### src/hdl/frm_pkg.sv
package frm_pkg;

  localparam int FRAME_TIME_W = 24;
  localparam int RATE_W       = 28;
  localparam int INTERVAL_W   = 26;
  localparam int SUM_W        = 28;
  localparam int COUNT_W      = 26;
  localparam int SCALE_W      = 20;
  localparam int IN_TDATA_W   = 24;
  localparam int OUT_TDATA_W  = 32;
  localparam int OUT_TUSER_W  = 2;
  localparam int CFG_IDX_W    = 2;

  localparam logic [SCALE_W-1:0]    US_PER_SEC       = 20'd1000000;
  localparam logic [INTERVAL_W-1:0] INSTANT_LIMIT_US = 26'd10000;
  localparam logic [INTERVAL_W-1:0] INTERVAL_RESET   = 26'd500000;
  localparam logic [RATE_W-1:0]     RATE_MAX         = '1;
  localparam logic [COUNT_W-1:0]    COUNT_MAX        = '1;

  localparam logic [CFG_IDX_W-1:0] REG_INTERVAL = 2'd0;
  localparam logic [CFG_IDX_W-1:0] REG_ENABLE   = 2'd1;

  // controller -> datapath
  typedef struct packed {
    logic capture;
    logic clear_all;
    logic load_inst;
    logic accumulate;
    logic load_avg;
    logic div_start;
    logic commit;
    logic out_load;
  } frm_cmd_t;

  // datapath -> controller
  typedef struct packed {
    logic t_zero;
    logic enable;
    logic instant;
    logic window_done;
    logic div_done;
    logic out_free;
  } frm_sts_t;

endpackage

### src/hdl/frm_div.sv
module frm_div #(
  parameter int NUM_W = 54
) (
  input  logic                      clk,
  input  logic                      rst_n,
  input  logic                      start,
  input  logic [NUM_W-1:0]          num,
  input  logic [frm_pkg::SUM_W-1:0] den,
  output logic                      done,
  output logic [frm_pkg::RATE_W-1:0] quot
);
  import frm_pkg::*;

  localparam int Q_W   = RATE_W;
  localparam int HI_W  = NUM_W - Q_W;
  localparam int CNT_W = $clog2(Q_W + 1);
  localparam int CMP_W = (HI_W > SUM_W) ? HI_W : SUM_W;

  logic [HI_W-1:0]  num_hi;
  logic             ovf;
  logic [SUM_W-1:0] den_r;
  logic [SUM_W-1:0] rem_r;
  logic [Q_W-1:0]   nlo_r;
  logic [Q_W-1:0]   q_r;
  logic [CNT_W-1:0] cnt_r;
  logic             run_r;
  logic             sat_r;
  logic             done_r;
  logic [SUM_W+1:0] diff;

  assign num_hi = num[NUM_W-1:Q_W];
  assign ovf    = (CMP_W'(num_hi) >= CMP_W'(den));
  assign diff   = {1'b0, rem_r, nlo_r[Q_W-1]} - {2'b00, den_r};

  always_ff @(posedge clk) begin
    if (!rst_n) begin
      run_r  <= 1'b0;
      done_r <= 1'b0;
      cnt_r  <= '0;
    end else begin
      done_r <= 1'b0;
      if (start) begin
        run_r <= 1'b1;
        cnt_r <= CNT_W'(Q_W);
      end else if (run_r) begin
        cnt_r <= cnt_r - 1'b1;
        if (cnt_r == CNT_W'(1)) begin
          run_r  <= 1'b0;
          done_r <= 1'b1;
        end
      end
    end
  end

  always_ff @(posedge clk) begin
    if (start) begin
      den_r <= den;
      sat_r <= ovf;
      rem_r <= ovf ? '0 : SUM_W'(num_hi);
      nlo_r <= num[Q_W-1:0];
      q_r   <= '0;
    end else if (run_r) begin
      if (!diff[SUM_W+1]) begin
        rem_r <= diff[SUM_W-1:0];
      end else begin
        rem_r <= {rem_r[SUM_W-2:0], nlo_r[Q_W-1]};
      end
      nlo_r <= {nlo_r[Q_W-2:0], 1'b0};
      q_r   <= {q_r[Q_W-2:0], ~diff[SUM_W+1]};
    end
  end

  assign done = done_r;
  assign quot = sat_r ? RATE_MAX : q_r;

  a_no_restart: assert property (@(posedge clk) disable iff (!rst_n)
    run_r |-> !start) else $error("divider restarted while busy");
  a_done_idle: assert property (@(posedge clk) disable iff (!rst_n)
    done_r |-> !run_r) else $error("divider done while still running");
  a_start_runs: assert property (@(posedge clk) disable iff (!rst_n)
    start |=> run_r && cnt_r == CNT_W'(Q_W)) else $error("divider failed to start");

endmodule

### src/hdl/frm_dp.sv
module frm_dp #(
  parameter int FRAC_BITS  = 8,
  parameter int TIME_WIDTH = 24
) (
  input  logic                             clk,
  input  logic                             rst_n,
  input  frm_pkg::frm_cmd_t                cmd,
  output frm_pkg::frm_sts_t                sts,
  input  logic [frm_pkg::IN_TDATA_W-1:0]   in_tdata,
  input  logic                             cfg_valid,
  input  logic [frm_pkg::CFG_IDX_W-1:0]    cfg_index,
  input  logic [frm_pkg::INTERVAL_W-1:0]   cfg_data,
  output logic                             out_tvalid,
  input  logic                             out_tready,
  output logic [frm_pkg::OUT_TDATA_W-1:0]  out_tdata,
  output logic [frm_pkg::OUT_TUSER_W-1:0]  out_tuser
);
  import frm_pkg::*;

  localparam int PROD_W = COUNT_W + SCALE_W;
  localparam int NUM_W  = PROD_W + FRAC_BITS;
  localparam logic [FRAME_TIME_W-1:0] T_MASK = (TIME_WIDTH >= FRAME_TIME_W) ? '1 :
    FRAME_TIME_W'((64'd1 << TIME_WIDTH) - 64'd1);

  logic [INTERVAL_W-1:0]   interval_r;
  logic                    enable_r;
  logic [FRAME_TIME_W-1:0] t_r;
  logic [SUM_W-1:0]        time_sum_r;
  logic [COUNT_W-1:0]      frame_count_r;
  logic [RATE_W-1:0]       shown_rate_r;
  logic                    shown_valid_r;
  logic                    fresh_r;
  logic [COUNT_W-1:0]      mul_a_r;
  logic [SUM_W-1:0]        den_r;
  logic [PROD_W-1:0]       product_r;
  logic [RATE_W-1:0]       out_rate_r;
  logic                    out_valid_flag_r;
  logic                    out_fresh_r;
  logic                    out_tvalid_r;
  logic [SUM_W:0]          sum_ext;
  logic [SUM_W-1:0]        time_sum_nxt;
  logic [NUM_W-1:0]        num;
  logic                    div_done;
  logic [RATE_W-1:0]       quot;
  logic                    inst_mode;

  assign sum_ext      = {1'b0, time_sum_r} + (SUM_W+1)'(t_r);
  assign time_sum_nxt = sum_ext[SUM_W] ? '1 : sum_ext[SUM_W-1:0];
  assign num          = NUM_W'(product_r) << FRAC_BITS;
  assign inst_mode    = (interval_r < INSTANT_LIMIT_US);

  always_ff @(posedge clk) begin
    if (!rst_n) begin
      interval_r    <= INTERVAL_RESET;
      enable_r      <= 1'b1;
      time_sum_r    <= '0;
      frame_count_r <= '0;
      shown_rate_r  <= '0;
      shown_valid_r <= 1'b0;
      fresh_r       <= 1'b0;
    end else begin
      if (cfg_valid && cfg_index == REG_INTERVAL) begin
        interval_r    <= cfg_data;
        time_sum_r    <= '0;
        frame_count_r <= '0;
      end else if (cfg_valid && cfg_index == REG_ENABLE) begin
        enable_r <= cfg_data[0];
      end
      if (cmd.capture) begin
        fresh_r <= 1'b0;
      end
      if (cmd.clear_all) begin
        time_sum_r    <= '0;
        frame_count_r <= '0;
        shown_rate_r  <= '0;
        shown_valid_r <= 1'b0;
      end
      if (cmd.accumulate) begin
        time_sum_r <= time_sum_nxt;
        if (frame_count_r != COUNT_MAX) begin
          frame_count_r <= frame_count_r + 1'b1;
        end
      end
      if (cmd.commit) begin
        shown_rate_r  <= quot;
        shown_valid_r <= 1'b1;
        if (!inst_mode) begin
          fresh_r       <= 1'b1;
          time_sum_r    <= '0;
          frame_count_r <= '0;
        end
      end
    end
  end

  always_ff @(posedge clk) begin
    if (cmd.capture) begin
      t_r <= in_tdata[FRAME_TIME_W-1:0] & T_MASK;
    end
    if (cmd.load_inst) begin
      mul_a_r <= COUNT_W'(1);
      den_r   <= SUM_W'(t_r);
    end else if (cmd.load_avg) begin
      mul_a_r <= frame_count_r;
      den_r   <= time_sum_r;
    end
    product_r <= mul_a_r * US_PER_SEC;
  end

  frm_div #(.NUM_W(NUM_W)) u_div (
    .clk   (clk),
    .rst_n (rst_n),
    .start (cmd.div_start),
    .num   (num),
    .den   (den_r),
    .done  (div_done),
    .quot  (quot)
  );

  always_ff @(posedge clk) begin
    if (!rst_n) begin
      out_tvalid_r <= 1'b0;
    end else if (cmd.out_load) begin
      out_tvalid_r <= 1'b1;
    end else if (out_tready) begin
      out_tvalid_r <= 1'b0;
    end
  end

  always_ff @(posedge clk) begin
    if (cmd.out_load) begin
      out_rate_r       <= shown_rate_r;
      out_valid_flag_r <= shown_valid_r;
      out_fresh_r      <= fresh_r;
    end
  end

  assign sts.t_zero      = (t_r == '0);
  assign sts.enable      = enable_r;
  assign sts.instant     = inst_mode;
  assign sts.window_done = (time_sum_r >= SUM_W'(interval_r));
  assign sts.div_done    = div_done;
  assign sts.out_free    = !out_tvalid_r || out_tready;

  assign out_tvalid = out_tvalid_r;
  assign out_tdata  = OUT_TDATA_W'(out_rate_r);
  assign out_tuser  = {out_fresh_r, out_valid_flag_r};

  a_avg_restart: assert property (@(posedge clk) disable iff (!rst_n)
    cmd.commit && !inst_mode && !cfg_valid |=> time_sum_r == '0 && frame_count_r == '0)
    else $error("window sums not restarted");
  a_clear: assert property (@(posedge clk) disable iff (!rst_n)
    cmd.clear_all |=> shown_rate_r == '0 && !shown_valid_r)
    else $error("clear left a shown rate");
  a_fresh_valid: assert property (@(posedge clk) disable iff (!rst_n)
    fresh_r |-> shown_valid_r) else $error("fresh without a valid rate");

endmodule

### src/hdl/frm_ctrl.sv
module frm_ctrl (
  input  logic              clk,
  input  logic              rst_n,
  input  logic              in_tvalid,
  output logic              in_tready,
  input  frm_pkg::frm_sts_t sts,
  output frm_pkg::frm_cmd_t cmd
);
  import frm_pkg::*;

  localparam logic [2:0] S_IDLE   = 3'd0;
  localparam logic [2:0] S_DECIDE = 3'd1;
  localparam logic [2:0] S_CHECK  = 3'd2;
  localparam logic [2:0] S_MUL    = 3'd3;
  localparam logic [2:0] S_DIVGO  = 3'd4;
  localparam logic [2:0] S_DIV    = 3'd5;
  localparam logic [2:0] S_OUT    = 3'd6;

  logic [2:0] state_r;
  logic [2:0] state_nxt;
  logic       accept;

  assign in_tready = (state_r == S_IDLE);
  assign accept    = in_tvalid && in_tready;

  always_comb begin
    state_nxt = state_r;
    cmd       = '0;
    unique case (state_r)
      S_IDLE: begin
        if (accept) begin
          cmd.capture = 1'b1;
          state_nxt   = S_DECIDE;
        end
      end
      S_DECIDE: begin
        priority if (sts.t_zero) begin
          state_nxt = S_OUT;
        end else if (!sts.enable) begin
          cmd.clear_all = 1'b1;
          state_nxt     = S_OUT;
        end else if (sts.instant) begin
          cmd.load_inst = 1'b1;
          state_nxt     = S_MUL;
        end else begin
          cmd.accumulate = 1'b1;
          state_nxt      = S_CHECK;
        end
      end
      S_CHECK: begin
        if (sts.window_done) begin
          cmd.load_avg = 1'b1;
          state_nxt    = S_MUL;
        end else begin
          state_nxt = S_OUT;
        end
      end
      S_MUL: state_nxt = S_DIVGO;
      S_DIVGO: begin
        cmd.div_start = 1'b1;
        state_nxt     = S_DIV;
      end
      S_DIV: begin
        if (sts.div_done) begin
          cmd.commit = 1'b1;
          state_nxt  = S_OUT;
        end
      end
      S_OUT: begin
        if (sts.out_free) begin
          cmd.out_load = 1'b1;
          state_nxt    = S_IDLE;
        end
      end
      default: state_nxt = S_IDLE;
    endcase
  end

  always_ff @(posedge clk) begin
    if (!rst_n) begin
      state_r <= S_IDLE;
    end else begin
      state_r <= state_nxt;
    end
  end

  a_load_free: assert property (@(posedge clk) disable iff (!rst_n)
    cmd.out_load |-> sts.out_free) else $error("result overwrote a pending transaction");
  a_accept: assert property (@(posedge clk) disable iff (!rst_n)
    accept |=> state_r == S_DECIDE) else $error("accepted item not processed");
  a_commit_div: assert property (@(posedge clk) disable iff (!rst_n)
    cmd.commit |-> $past(state_r) == S_DIV || $past(state_r) == S_DIVGO)
    else $error("commit without a division");

endmodule

### src/hdl/frame_rate_meter.sv
// Flow: a zero-duration or disabled item goes from acceptance straight to the output register, a
// non-closing averaging item through the window check first; an item that needs a rate (also after
// a closing window check) passes the 28-step restoring divider behind a registered multiply.
// One item in flight; the next is accepted the cycle after the result is loaded into the output
// register; the load waits while the output is stalled.
// Reset (rst_n, synchronous): interval 500000 us, measurement enabled, all sums and rate cleared.
module frame_rate_meter #(
  parameter int FRAC_BITS  = 8,
  parameter int TIME_WIDTH = 24
) (
  input  logic                             clk,
  input  logic                             rst_n,
  input  logic                             in_tvalid,
  output logic                             in_tready,
  input  logic [frm_pkg::IN_TDATA_W-1:0]   in_tdata,   // [23:0] frame_time_us
  output logic                             out_tvalid,
  input  logic                             out_tready,
  output logic [frm_pkg::OUT_TDATA_W-1:0]  out_tdata,  // [27:0] rate_q8, [31:28] zero
  output logic [frm_pkg::OUT_TUSER_W-1:0]  out_tuser,  // [0] rate_valid, [1] rate_fresh
  input  logic                             cfg_valid,
  output logic                             cfg_ready,
  input  logic [frm_pkg::CFG_IDX_W-1:0]    cfg_index,
  input  logic [frm_pkg::INTERVAL_W-1:0]   cfg_data
);
  import frm_pkg::*;

  frm_cmd_t cmd;
  frm_sts_t sts;

  assign cfg_ready = 1'b1;

  frm_ctrl u_ctrl (
    .clk       (clk),
    .rst_n     (rst_n),
    .in_tvalid (in_tvalid),
    .in_tready (in_tready),
    .sts       (sts),
    .cmd       (cmd)
  );

  frm_dp #(
    .FRAC_BITS  (FRAC_BITS),
    .TIME_WIDTH (TIME_WIDTH)
  ) u_dp (
    .clk        (clk),
    .rst_n      (rst_n),
    .cmd        (cmd),
    .sts        (sts),
    .in_tdata   (in_tdata),
    .cfg_valid  (cfg_valid),
    .cfg_index  (cfg_index),
    .cfg_data   (cfg_data),
    .out_tvalid (out_tvalid),
    .out_tready (out_tready),
    .out_tdata  (out_tdata),
    .out_tuser  (out_tuser)
  );

endmodule
### config.mk
export PLATFORM = sky130hd
export DESIGN_NAME = frame_rate_meter
export DESIGN_NICKNAME = d
export VERILOG_FILES = /design/src/hdl/frm_pkg.sv /design/src/hdl/frm_div.sv /design/src/hdl/frm_dp.sv /design/src/hdl/frm_ctrl.sv /design/src/hdl/frame_rate_meter.sv
export SDC_FILE = /design/constraint.sdc
export NUM_CORES = 1
export LEC_CHECK = 0
export ABC_AREA = 1
export BUFFER_PORTS_ARGS = -buffer_cell sky130_fd_sc_hd__buf_2
export CAP_MARGIN = 10
export CORE_MARGIN = 3
export CORE_UTILIZATION = 54
export CTS_CLUSTER_DIAMETER = 60
export CTS_CLUSTER_SIZE = 25
export DETAILED_ROUTE_END_ITERATION = 10
export PLACE_DENSITY = 0.71
export REMOVE_ABC_BUFFERS = 1
export SKIP_CTS_REPAIR_TIMING = 1
export SYNTH_ARGS = -nofsm -noshare
export SYNTH_HDL_FRONTEND = slang
export SYNTH_SLANG_ARGS = --single-unit
### constraint.sdc
create_clock -name clk -period 5.8 [get_ports clk]
set_input_delay 1.16 -clock clk [delete_from_list [all_inputs] [get_ports clk]]
set_output_delay 1.16 -clock clk [all_outputs]
set_load 0.005 [all_outputs]
==> results.cfg, run 1 <==
[run_status]
outcome = finished, final reports clean

[timing]
fin_crit_ps = 5395
slew_headroom_pct = 23.30
worst_slew_pin_slew_ps = 1147
grt_setup_unrepaired = false
setup-tns-final_ps = 0
fin_crit_sh_pct = 93.02
hold_viol = 0
final_max_slew_viol_count = 0
setup_viol = 0
max_freq_ghz = 0.1853
finalClockSkew_ps = 32.78

[global_route]
grt_pass1_wl_mm = 107.2
overflow = 0
grt_use_total_pct = 27.88
grt_max_degree = 72
grt_pass1_vias = 20330
grt_antenna_before_repair = 0

[logic_synthesis]
synth_top_family_by_area = adder cells
syn-cell-area_mm2 = 0.02486
synthAdderAreaFrac_pct = 20.80
synth_edf_count = 149
ys_ff_latch = 369
synth_area_per_cell_um2 = 8.075
ys_seq_area_share_pct = 35.72
yosys_warnings = 0
netlist_instances = 3078
synth_xor_area_share_pct = 2.502
async_reset_ff_share_pct = 0
synthDistinctLibCells = 51
muxShareOfSynthArea_pct = 0
synth_simple_gate_area_share_pct = 19.48
synth-compound-area-share_pct = 11.95
synth_ff_type = dfxtp_1

[placed_design]
place_congestion = 0.9836
hpwl_mm = 53.32
post-place-cells = 3700
io_buffers = 88

[worst_setup_path]
r2r-start = u_dp.mul_a_r[6]$_SDFFE_PP0P_
rr_worst_depth = 16
critPathLaunchType = flop
path_class = flop to flop
r2r-end = u_dp.product_r[33]$_DFF_P_
regToRegSetupSlack_ps = 400
cp-end-kind = flop
worstPathMaxFanout = 5
required_ps = 6260
arrival_ps = 5850

[cells_and_area]
layout_common_cells = nand2_1 (609), inv_1 (507), nor2_1 (264), ha_1 (242), a21oi_1 (235)
fin_nets = 3552
layout_commonest_cell = nand2_1
area_growth_pct = 8.809
drive_above_1_share_pct = 6.305
fin_cells = 3764
fillers = 4082
multi_input_area_mm2 = 0.01365
final_core_util_pct = 60.37
seqCellArea_mm2 = 0.008879
antennaDiodeCount = 0

[clocking]
cts_buffers = 35
worstSkewPairLatency_ps = 550
cts_max_level = 2
cts.clk_slew.worst_paths_ps = 80
root_buffer = clkbuf_16
cts_tree = done
cts_sinks = 369
cts_buffer_depth = 3

[routing]
drt_iter0_drc = 1666
first_pass_iters = 5
wire_per_inst_um = 17.73
drt-vias-per-instance = 5.488
route.antenna.remaining_nets = 0
drc = 0
vias = 20660
wirelength_mm = 66.75

[die]
start_util_pct = 55.48
die_x_um = 220.5
core_area_mm2 = 0.04480
rows = 77
dieArea_mm2 = 0.04864
io_pins = 94
die_y_um = 220.5

[min_path]
hold_start = u_dp.fresh_r$_SDFF_PN0_
hold_class = flop to flop
holdPathStages = 0
min_to = u_dp.out_fresh_r$_DFFE_PP_

[job]
cap_violations = 0
-- layer usage --
metal | vias up | wire length (µm) | track usage, %
li1 | 10210 | - | -
met1 | 9775 | 30380 | 39.05
met2 | 585 | 30590 | 45.57
met3 | 88 | 4238 | 4.504
met4 | 0 | 1543 | 6.824
met5 | - | 0 | 0
-- how the worst max path moves through the flow --
stage	startpoint	to	slack [ps]	cells past startpoint
after global routing	u_dp.mul_a_r[3]$_SDFFE_PP0P_	u_dp.product_r[42]$_DFF_P_	120	22
final	u_dp.mul_a_r[6]$_SDFFE_PP0P_	u_dp.product_r[33]$_DFF_P_	400	16
after floorplan	u_dp.mul_a_r[1]$_SDFFE_PP0P_	u_dp.product_r[42]$_DFF_P_	900	20
after detailed placement	u_dp.mul_a_r[3]$_SDFFE_PP0P_	u_dp.product_r[39]$_DFF_P_	420	18
after CTS	u_dp.mul_a_r[3]$_SDFFE_PP0P_	u_dp.product_r[33]$_DFF_P_	420	16
after global placement	u_dp.mul_a_r[4]$_SDFFE_PP0P_	u_dp.product_r[33]$_DFF_P_	510	17
-- final cells by class --
type / instances / area share, %
multi-input combinational: 2114 / 50.45
sequential: 369 / 32.83
inverter: 518 / 7.189
clock buffer: 42 / 3.530
tap: 592 / 2.739
timing repair buffer: 108 / 2.230
clock inverter: 21 / 1.032
-- registers in the layout, indices dropped and copies added, names as in the netlist, 3 cells and up --
| register | flops |
|---|---|
| u_ctrl.state_r | 3 |
| u_dp.den_r | 28 |
| u_dp.frame_count_r | 26 |
| u_dp.interval_r | 26 |
| u_dp.mul_a_r | 26 |
| u_dp.out_rate_r | 28 |
| u_dp.product_r | 40 |
| u_dp.shown_rate_r | 28 |
| u_dp.t_r | 24 |
| u_dp.time_sum_r | 28 |
| u_dp.u_div.cnt_r | 5 |
| u_dp.u_div.den_r | 28 |
| u_dp.u_div.nlo_r | 14 |
| u_dp.u_div.q_r | 28 |
| u_dp.u_div.rem_r | 28 |
-- worst max-delay path, cell delays in order, from the launching register on --
cell and delay, ps:
dfxtp_1 460, inv_1 190, fa_1 530, inv_1 60
fa_1 500, fa_1 590, fa_1 450, ha_1 300
inv_1 50, fa_1 510, inv_1 50, ha_1 360
a21oi_1 200, a21boi_0 410, nand2_1 250, a21oi_1 250
xnor2_1 170
-- synthesized netlist by cell type, types with 10 or more instances --
cell type / count / area (µm²)
nand2_1: 610 / 2290
inv_1: 507 / 1903
nor2_1: 267 / 1002
ha_1: 242 / 3028
a21oi_1: 236 / 1181
dfxtp_1: 220 / 4404
o21ai_0: 180 / 900.9
edfxtp_1: 149 / 4474
nand3_1: 129 / 645.6
fa_1: 107 / 2142
nand4_1: 67 / 419.2
clkbuf_1: 49 / 183.9
nor3_1: 47 / 235.2
xor2_1: 43 / 376.6
a22oi_1: 28 / 210.2
xnor2_1: 28 / 245.2
a21o_1: 18 / 135.1
o211ai_1: 17 / 127.6
o21bai_1: 13 / 97.59
o21ai_1: 12 / 60.06
o21a_1: 10 / 75.07
-- metrics by stage --
stage,worst slack [ps],cell area (µm²),hold slack [ps]
floorplan,898.7,24440,401.9
global placement,515.0,25790,415.5
detailed placement,418.4,25790,415.3
CTS,421.7,27030,433.1
global route,115.6,27050,447.0
finish,404.6,27050,428.7
-- logic make-up after synthesis --
| family | count (synthesis) |
|---|---|
| adders and majority gates | 349 |
| and+or+nand+nor | 1152 |
| AOI/OAI and AO/OA | 537 |
| DFF | 369 |
| buffers and inverters | 598 |
| other | 2 |
| xor gates and xnor gates | 71 |
Power of run 1 is not shown: default switching activity piles up to over one toggle a cycle in this logic, so the estimate is an artifact.
==> inputs of run 2 (changes only) <==
SYNTH_HIERARCHICAL = 1   (was unset)
==> run 2 against run 1 <==
Net effect:
- global-route usage shrank 1.8 points
- fmax grew 1.5%
- register-to-register slack gained 80 ps
- largest cell class unchanged
==> results.cfg, run 2 <==
[run_status]
outcome = finished, final reports clean

[logic_synthesis]
synth_top_area_share_pct = 18.28
async_reset_ff_share_pct = 0
netlist_instances = 3470
synth_edf_count = 163
syn-cell-area_mm2 = 0.02678
synth_ff_type = dfxtp_1
yosys_warnings = 6
synth.most_common_cell = nand2_1
synth_area_per_cell_um2 = 7.717
synthTopCellsByArea = edfxtp_1 (18%), dfxtp_1 (16%), nand2_1 (13%)
ys_ff_latch = 383
synth_common_cells = nand2_1 (915), inv_1 (612), ha_1 (242)
ys_seq_area_share_pct = 34.73
synthDistinctLibCells = 55
yosysTopAreaCell = edfxtp_1

[worst_setup_path]
regToRegSetupSlack_ps = 480
cp-end-kind = flop
path_class = flop to flop
rr_worst_depth = 20
worstPathMaxFanout = 6
critPathLaunchType = flop
cp-startpoint = u_dp/mul_a_r[13]$_SDFFE_PP0P_
r2r-end = u_dp/product_r[43]$_DFF_P_
arrival_ps = 5860
r2r-start = u_dp/mul_a_r[13]$_SDFFE_PP0P_
required_ps = 6340

[cells_and_area]
antennaDiodeCount = 0
fillers = 4503
drive_above_1_share_pct = 6.802
largest_register = u_dp/product_r
layout_common_cells = nand2_1 (914), inv_1 (612), ha_1 (242), nor2_1 (235), dfxtp_1 (220)
fin_nets = 3940
seqCellArea_mm2 = 0.009299
layout_commonest_cell = nand2_1
multi_input_area_mm2 = 0.01474
largest_reg_flops = 40
area_growth_pct = 8.191

[routing]
drt_iter0_drc = 2005
vias = 22100
drt-vias-per-instance = 5.245
drc = 0
route.antenna.remaining_nets = 0
wire_per_inst_um = 16.35
wirelength_mm = 68.92
first_pass_iters = 6

[timing]
finalClockSkew_ps = 41.90
fin_crit_sh_pct = 91.64
worst_slew_pin_slew_ps = 1217
layout_setup_ws_ps = 485.0
final_max_slew_viol_count = 0
fin_crit_ps = 5315
slew_headroom_pct = 18.85
max_freq_ghz = 0.1881
setup_viol = 0
grt_setup_unrepaired = false
hold_viol = 0

[die]
io_pins = 94
dieArea_mm2 = 0.05229
start_util_pct = 55.39
core_area_mm2 = 0.04835
die_x_um = 228.7
rows = 80
die_y_um = 228.7

[clocking]
worstSkewPairLatency_ps = 640
root_buffer = clkbuf_16
cts_tree = done
cts_max_level = 1
cts_buffers = 30
cts_sinks = 383
cts.clk_slew.worst_paths_ps = 90
cts_buffer_depth = 3

[global_route]
grt_pass1_vias = 20810
grt_use_total_pct = 26.07
grt_pass1_wl_mm = 111.0
overflow = 0
grt_max_degree = 86
grt_antenna_before_repair = 0

[min_path]
holdPathStages = 0
hold_class = flop to flop
min_to = u_dp/out_rate_r[25]$_DFFE_PP_
hold_start = u_dp/shown_rate_r[25]$_SDFFE_PN0P_

[job]
cap_violations = 0

[placed_design]
hpwl_mm = 53.82
place_congestion = 1.004
io_buffers = 88
dp_slack_ps = 512.9
[run 2: cell type report]
class,count,area share [%]
clock inverter,24,1.330
inverter,626,8.120
sequential,383,32.10
clock buffer,32,2.652
tap,656,2.833
multi-input combinational,2384,50.88
timing repair buffer,109,2.090
[run 2: per-layer routing]
layer  vias up  share of wire, %  track usage, %
li1      11210                 -               -
met1     10170                47           37.56
met2       608                44           41.81
met3       117               6.2           3.103
met4         0               2.8           6.847
met5         -                 0               0
[run 2: kinds of logic after synthesis]
family,share of synthesized area (%)
and+or+nand+nor,24.12
buffers and inverters,10.61
AOI/OAI and AO/OA,9.116
DFF,34.73
adders and majority gates,19.31
xor gates and xnor gates,2.093
other,0.02805
[run 2: worst max-delay path by stage]
stage | slack (ps) | cells after the start | end
after floorplan | -2770 | 5 | u_dp/u_div/nlo_r[0]$_SDFFCE_PN0P_
after global placement | 640 | 17 | u_dp/product_r[41]$_DFF_P_
after detailed placement | 510 | 20 | u_dp/product_r[43]$_DFF_P_
after CTS | 510 | 20 | u_dp/product_r[43]$_DFF_P_
after global routing | 180 | 21 | u_dp/product_r[45]$_DFF_P_
final | 480 | 20 | u_dp/product_r[43]$_DFF_P_
[run 2: worst max-delay path: stages (launching register included)]
cell,delay (ps)
dfxtp_1,530
inv_1,230
fa_1,550
fa_1,550
inv_1,60
fa_1,530
inv_1,60
fa_1,500
inv_1,40
ha_1,280
ha_1,300
ha_1,370
a21oi_1,210
nor2_1,60
nor2_1,200
a21boi_0,360
nor2_1,70
nor2_1,130
nand3_1,100
nand2_1,70
nand2_1,50
[run 2: per-stage QoR]
step           util, %  cells  TNS, ps  cell area, µm²  hold WS [ps]
6_report         59.92   4214        0           28970         433.9
3_3_place_gp     57.51   4157        0           27800         414.2
2_1_floorplan        -   3393  -275870           26350         408.6
4_1_cts          59.89   4213        0           28960         435.1
3_5_place_dp     57.51   4157        0           27800         413.8
5_1_grt          59.92   4214        0           28970         450.9
Power of run 2 is left out for the same reason.
==> inputs of run 3 (changes only) <==
clock period = 6.5 ns   (was 5.8 ns; I/O delays follow)
==> run 3 against run 2 <==
Net effect:
- cell area about the same
- via count down 0.56%
- utilization about the same
- worst hold slack improved by 4.1 ps
- count of clock-buffer cells in the layout stayed put
- fmax fell by 0.30%
- global-route usage hardly changed
- wire length is 0.58% lower
- clock skew about the same
==> results.cfg, run 3 (synthesis results as in run 2) <==
[timing]
max_freq_ghz = 0.1876
layout_setup_ws_ps = 1169
setup_viol = 0
fin_crit_sh_pct = 82.01
hold_viol = 0
grt_setup_unrepaired = false
worst_slew_pin_slew_ps = 1194
finalClockSkew_ps = 41.94
final_max_slew_viol_count = 0
fin_crit_ps = 5331
slew_headroom_pct = 20.33
setup-tns-final_ps = 0

[worst_setup_path]
critPathLaunchType = flop
arrival_ps = 5820
required_ps = 6990
path_class = flop to flop
crit_path_max_incr_delay_ps = 580
worstPathMaxFanout = 6
critPathBufInv = 5
cp_top_family = adder cells
worstPathCellList = inv_1, fa_1, inv_1, fa_1, fa_1, fa_1, ha_1, inv_1, fa_1, inv_1, ha_1, inv_1, o21bai_1, nor2_1, o21ai_0, o21ai_0, nand3_1, nand2_1, nand2_1
critPathSlowestCell = fa_1
cp-end-kind = flop

[die]
start_util_pct = 55.39
io_pins = 94
core_area_mm2 = 0.04835
rows = 80
die_x_um = 228.7
dieArea_mm2 = 0.05229
die_y_um = 228.7

[routing]
route.antenna.remaining_nets = 0
vias = 21980
drt-vias-per-instance = 5.219
first_pass_iters = 6
wirelength_mm = 68.52
drt_iter0_drc = 1834
drc = 0
wire_per_inst_um = 16.27

[cells_and_area]
fin_nets = 3937
antennaDiodeCount = 0
final_core_util_pct = 59.95
layout_common_cells = nand2_1 (914), inv_1 (612), ha_1 (242), nor2_1 (235), dfxtp_1 (220)
drive_above_1_share_pct = 6.777
largest_register = u_dp/product_r
layout_commonest_cell = nand2_1
largest_reg_flops = 40
area_growth_pct = 8.238
fin_cells = 4212
fillers = 4514

[clocking]
cts_sinks = 383
cts_tree = done
worstSkewPairLatency_ps = 630
cts_buffers = 31
root_buffer = clkbuf_16
cts.clk_slew.worst_paths_ps = 90
cts_buffer_depth = 3
cts_max_level = 1

[placed_design]
place_congestion = 0.9908
hpwl_mm = 53.62
io_buffers = 88
post-place-cells = 4153
dp_slack_ps = 1212

[global_route]
grt_pass1_vias = 21030
grt_max_degree = 86
grt_antenna_before_repair = 1
grt_use_total_pct = 26.06
grt_pass1_wl_mm = 111.5
overflow = 0

[run_status]
outcome = finished, final reports clean

[min_path]
hold_class = flop to flop

[job]
cap_violations = 0
-- run 3: cell types whose count changed in the layout (fill, tap and decap cells not counted), moves of 2 or more --
cell | before | now
buf_4 | 20 | 16
inv_6 | 6 | 3
inv_8 | 2 | 5
clkbuf_16 | 30 | 32
clkinv_8 | 2 | 4
inv_16 | 5 | 7
-- run 3: metal layers --
layer,share of wire [%],GRT usage [%],up-vias
met5,0,0,-
met4,2.4,6.452,0
met1,47,37.60,10140
met3,4.7,2.243,94
li1,-,-,11210
met2,46,42.58,547
-- run 3: through the flow --
stage / hold WS [ps] / instance area (µm²)
6_report: 438.0 / 28980
5_1_grt: 445.8 / 28980
4_1_cts: 436.2 / 28970
3_5_place_dp: 413.6 / 27770
3_3_place_gp: 414.1 / 27770
2_1_floorplan: 408.6 / 26350
-- run 3: layout make-up --
| type | instances | area (µm²) | area share, % |
|---|---|---|---|
| Tap cell | 656 | 820.8 | 2.832 |
| Multi-Input combinational cell | 2384 | 14740 | 50.85 |
| Sequential cell | 383 | 9299 | 32.08 |
| Clock inverter | 26 | 395.4 | 1.364 |
| Inverter | 626 | 2352 | 8.116 |
| Clock buffer | 32 | 800.8 | 2.763 |
| Timing Repair Buffer | 105 | 575.6 | 1.986 |
-- run 3: worst reg2reg max path, delay by kind of cell, from the launching register on --
family / cells / cell delay (ps)
flip-flops: 1 / 490
buffers and inverters: 5 / 460
AO/OA/AOI/OAI: 3 / 620
adder cells (fa/ha/maj): 7 / 3170
AND/OR/NAND/NOR: 4 / 490
-- run 3: path summary, 6_finish.rpt --
path | slack, ps | startpoint | endpoint | depth (start not counted)
worst min-delay path | 440 | u_dp/shown_rate_r[4]$_SDFFE_PN0P_ | u_dp/out_rate_r[4]$_DFFE_PP_ | 0
worst max register to register | 1170 | u_dp/mul_a_r[8]$_SDFFE_PP0P_ | u_dp/product_r[44]$_DFF_P_ | 19
worst max-delay path | 1170 | u_dp/mul_a_r[8]$_SDFFE_PP0P_ | u_dp/product_r[44]$_DFF_P_ | 19
worst min register to register | 440 | u_dp/shown_rate_r[4]$_SDFFE_PN0P_ | u_dp/out_rate_r[4]$_DFFE_PP_ | 0
Power of run 3 is left out for the same reason.
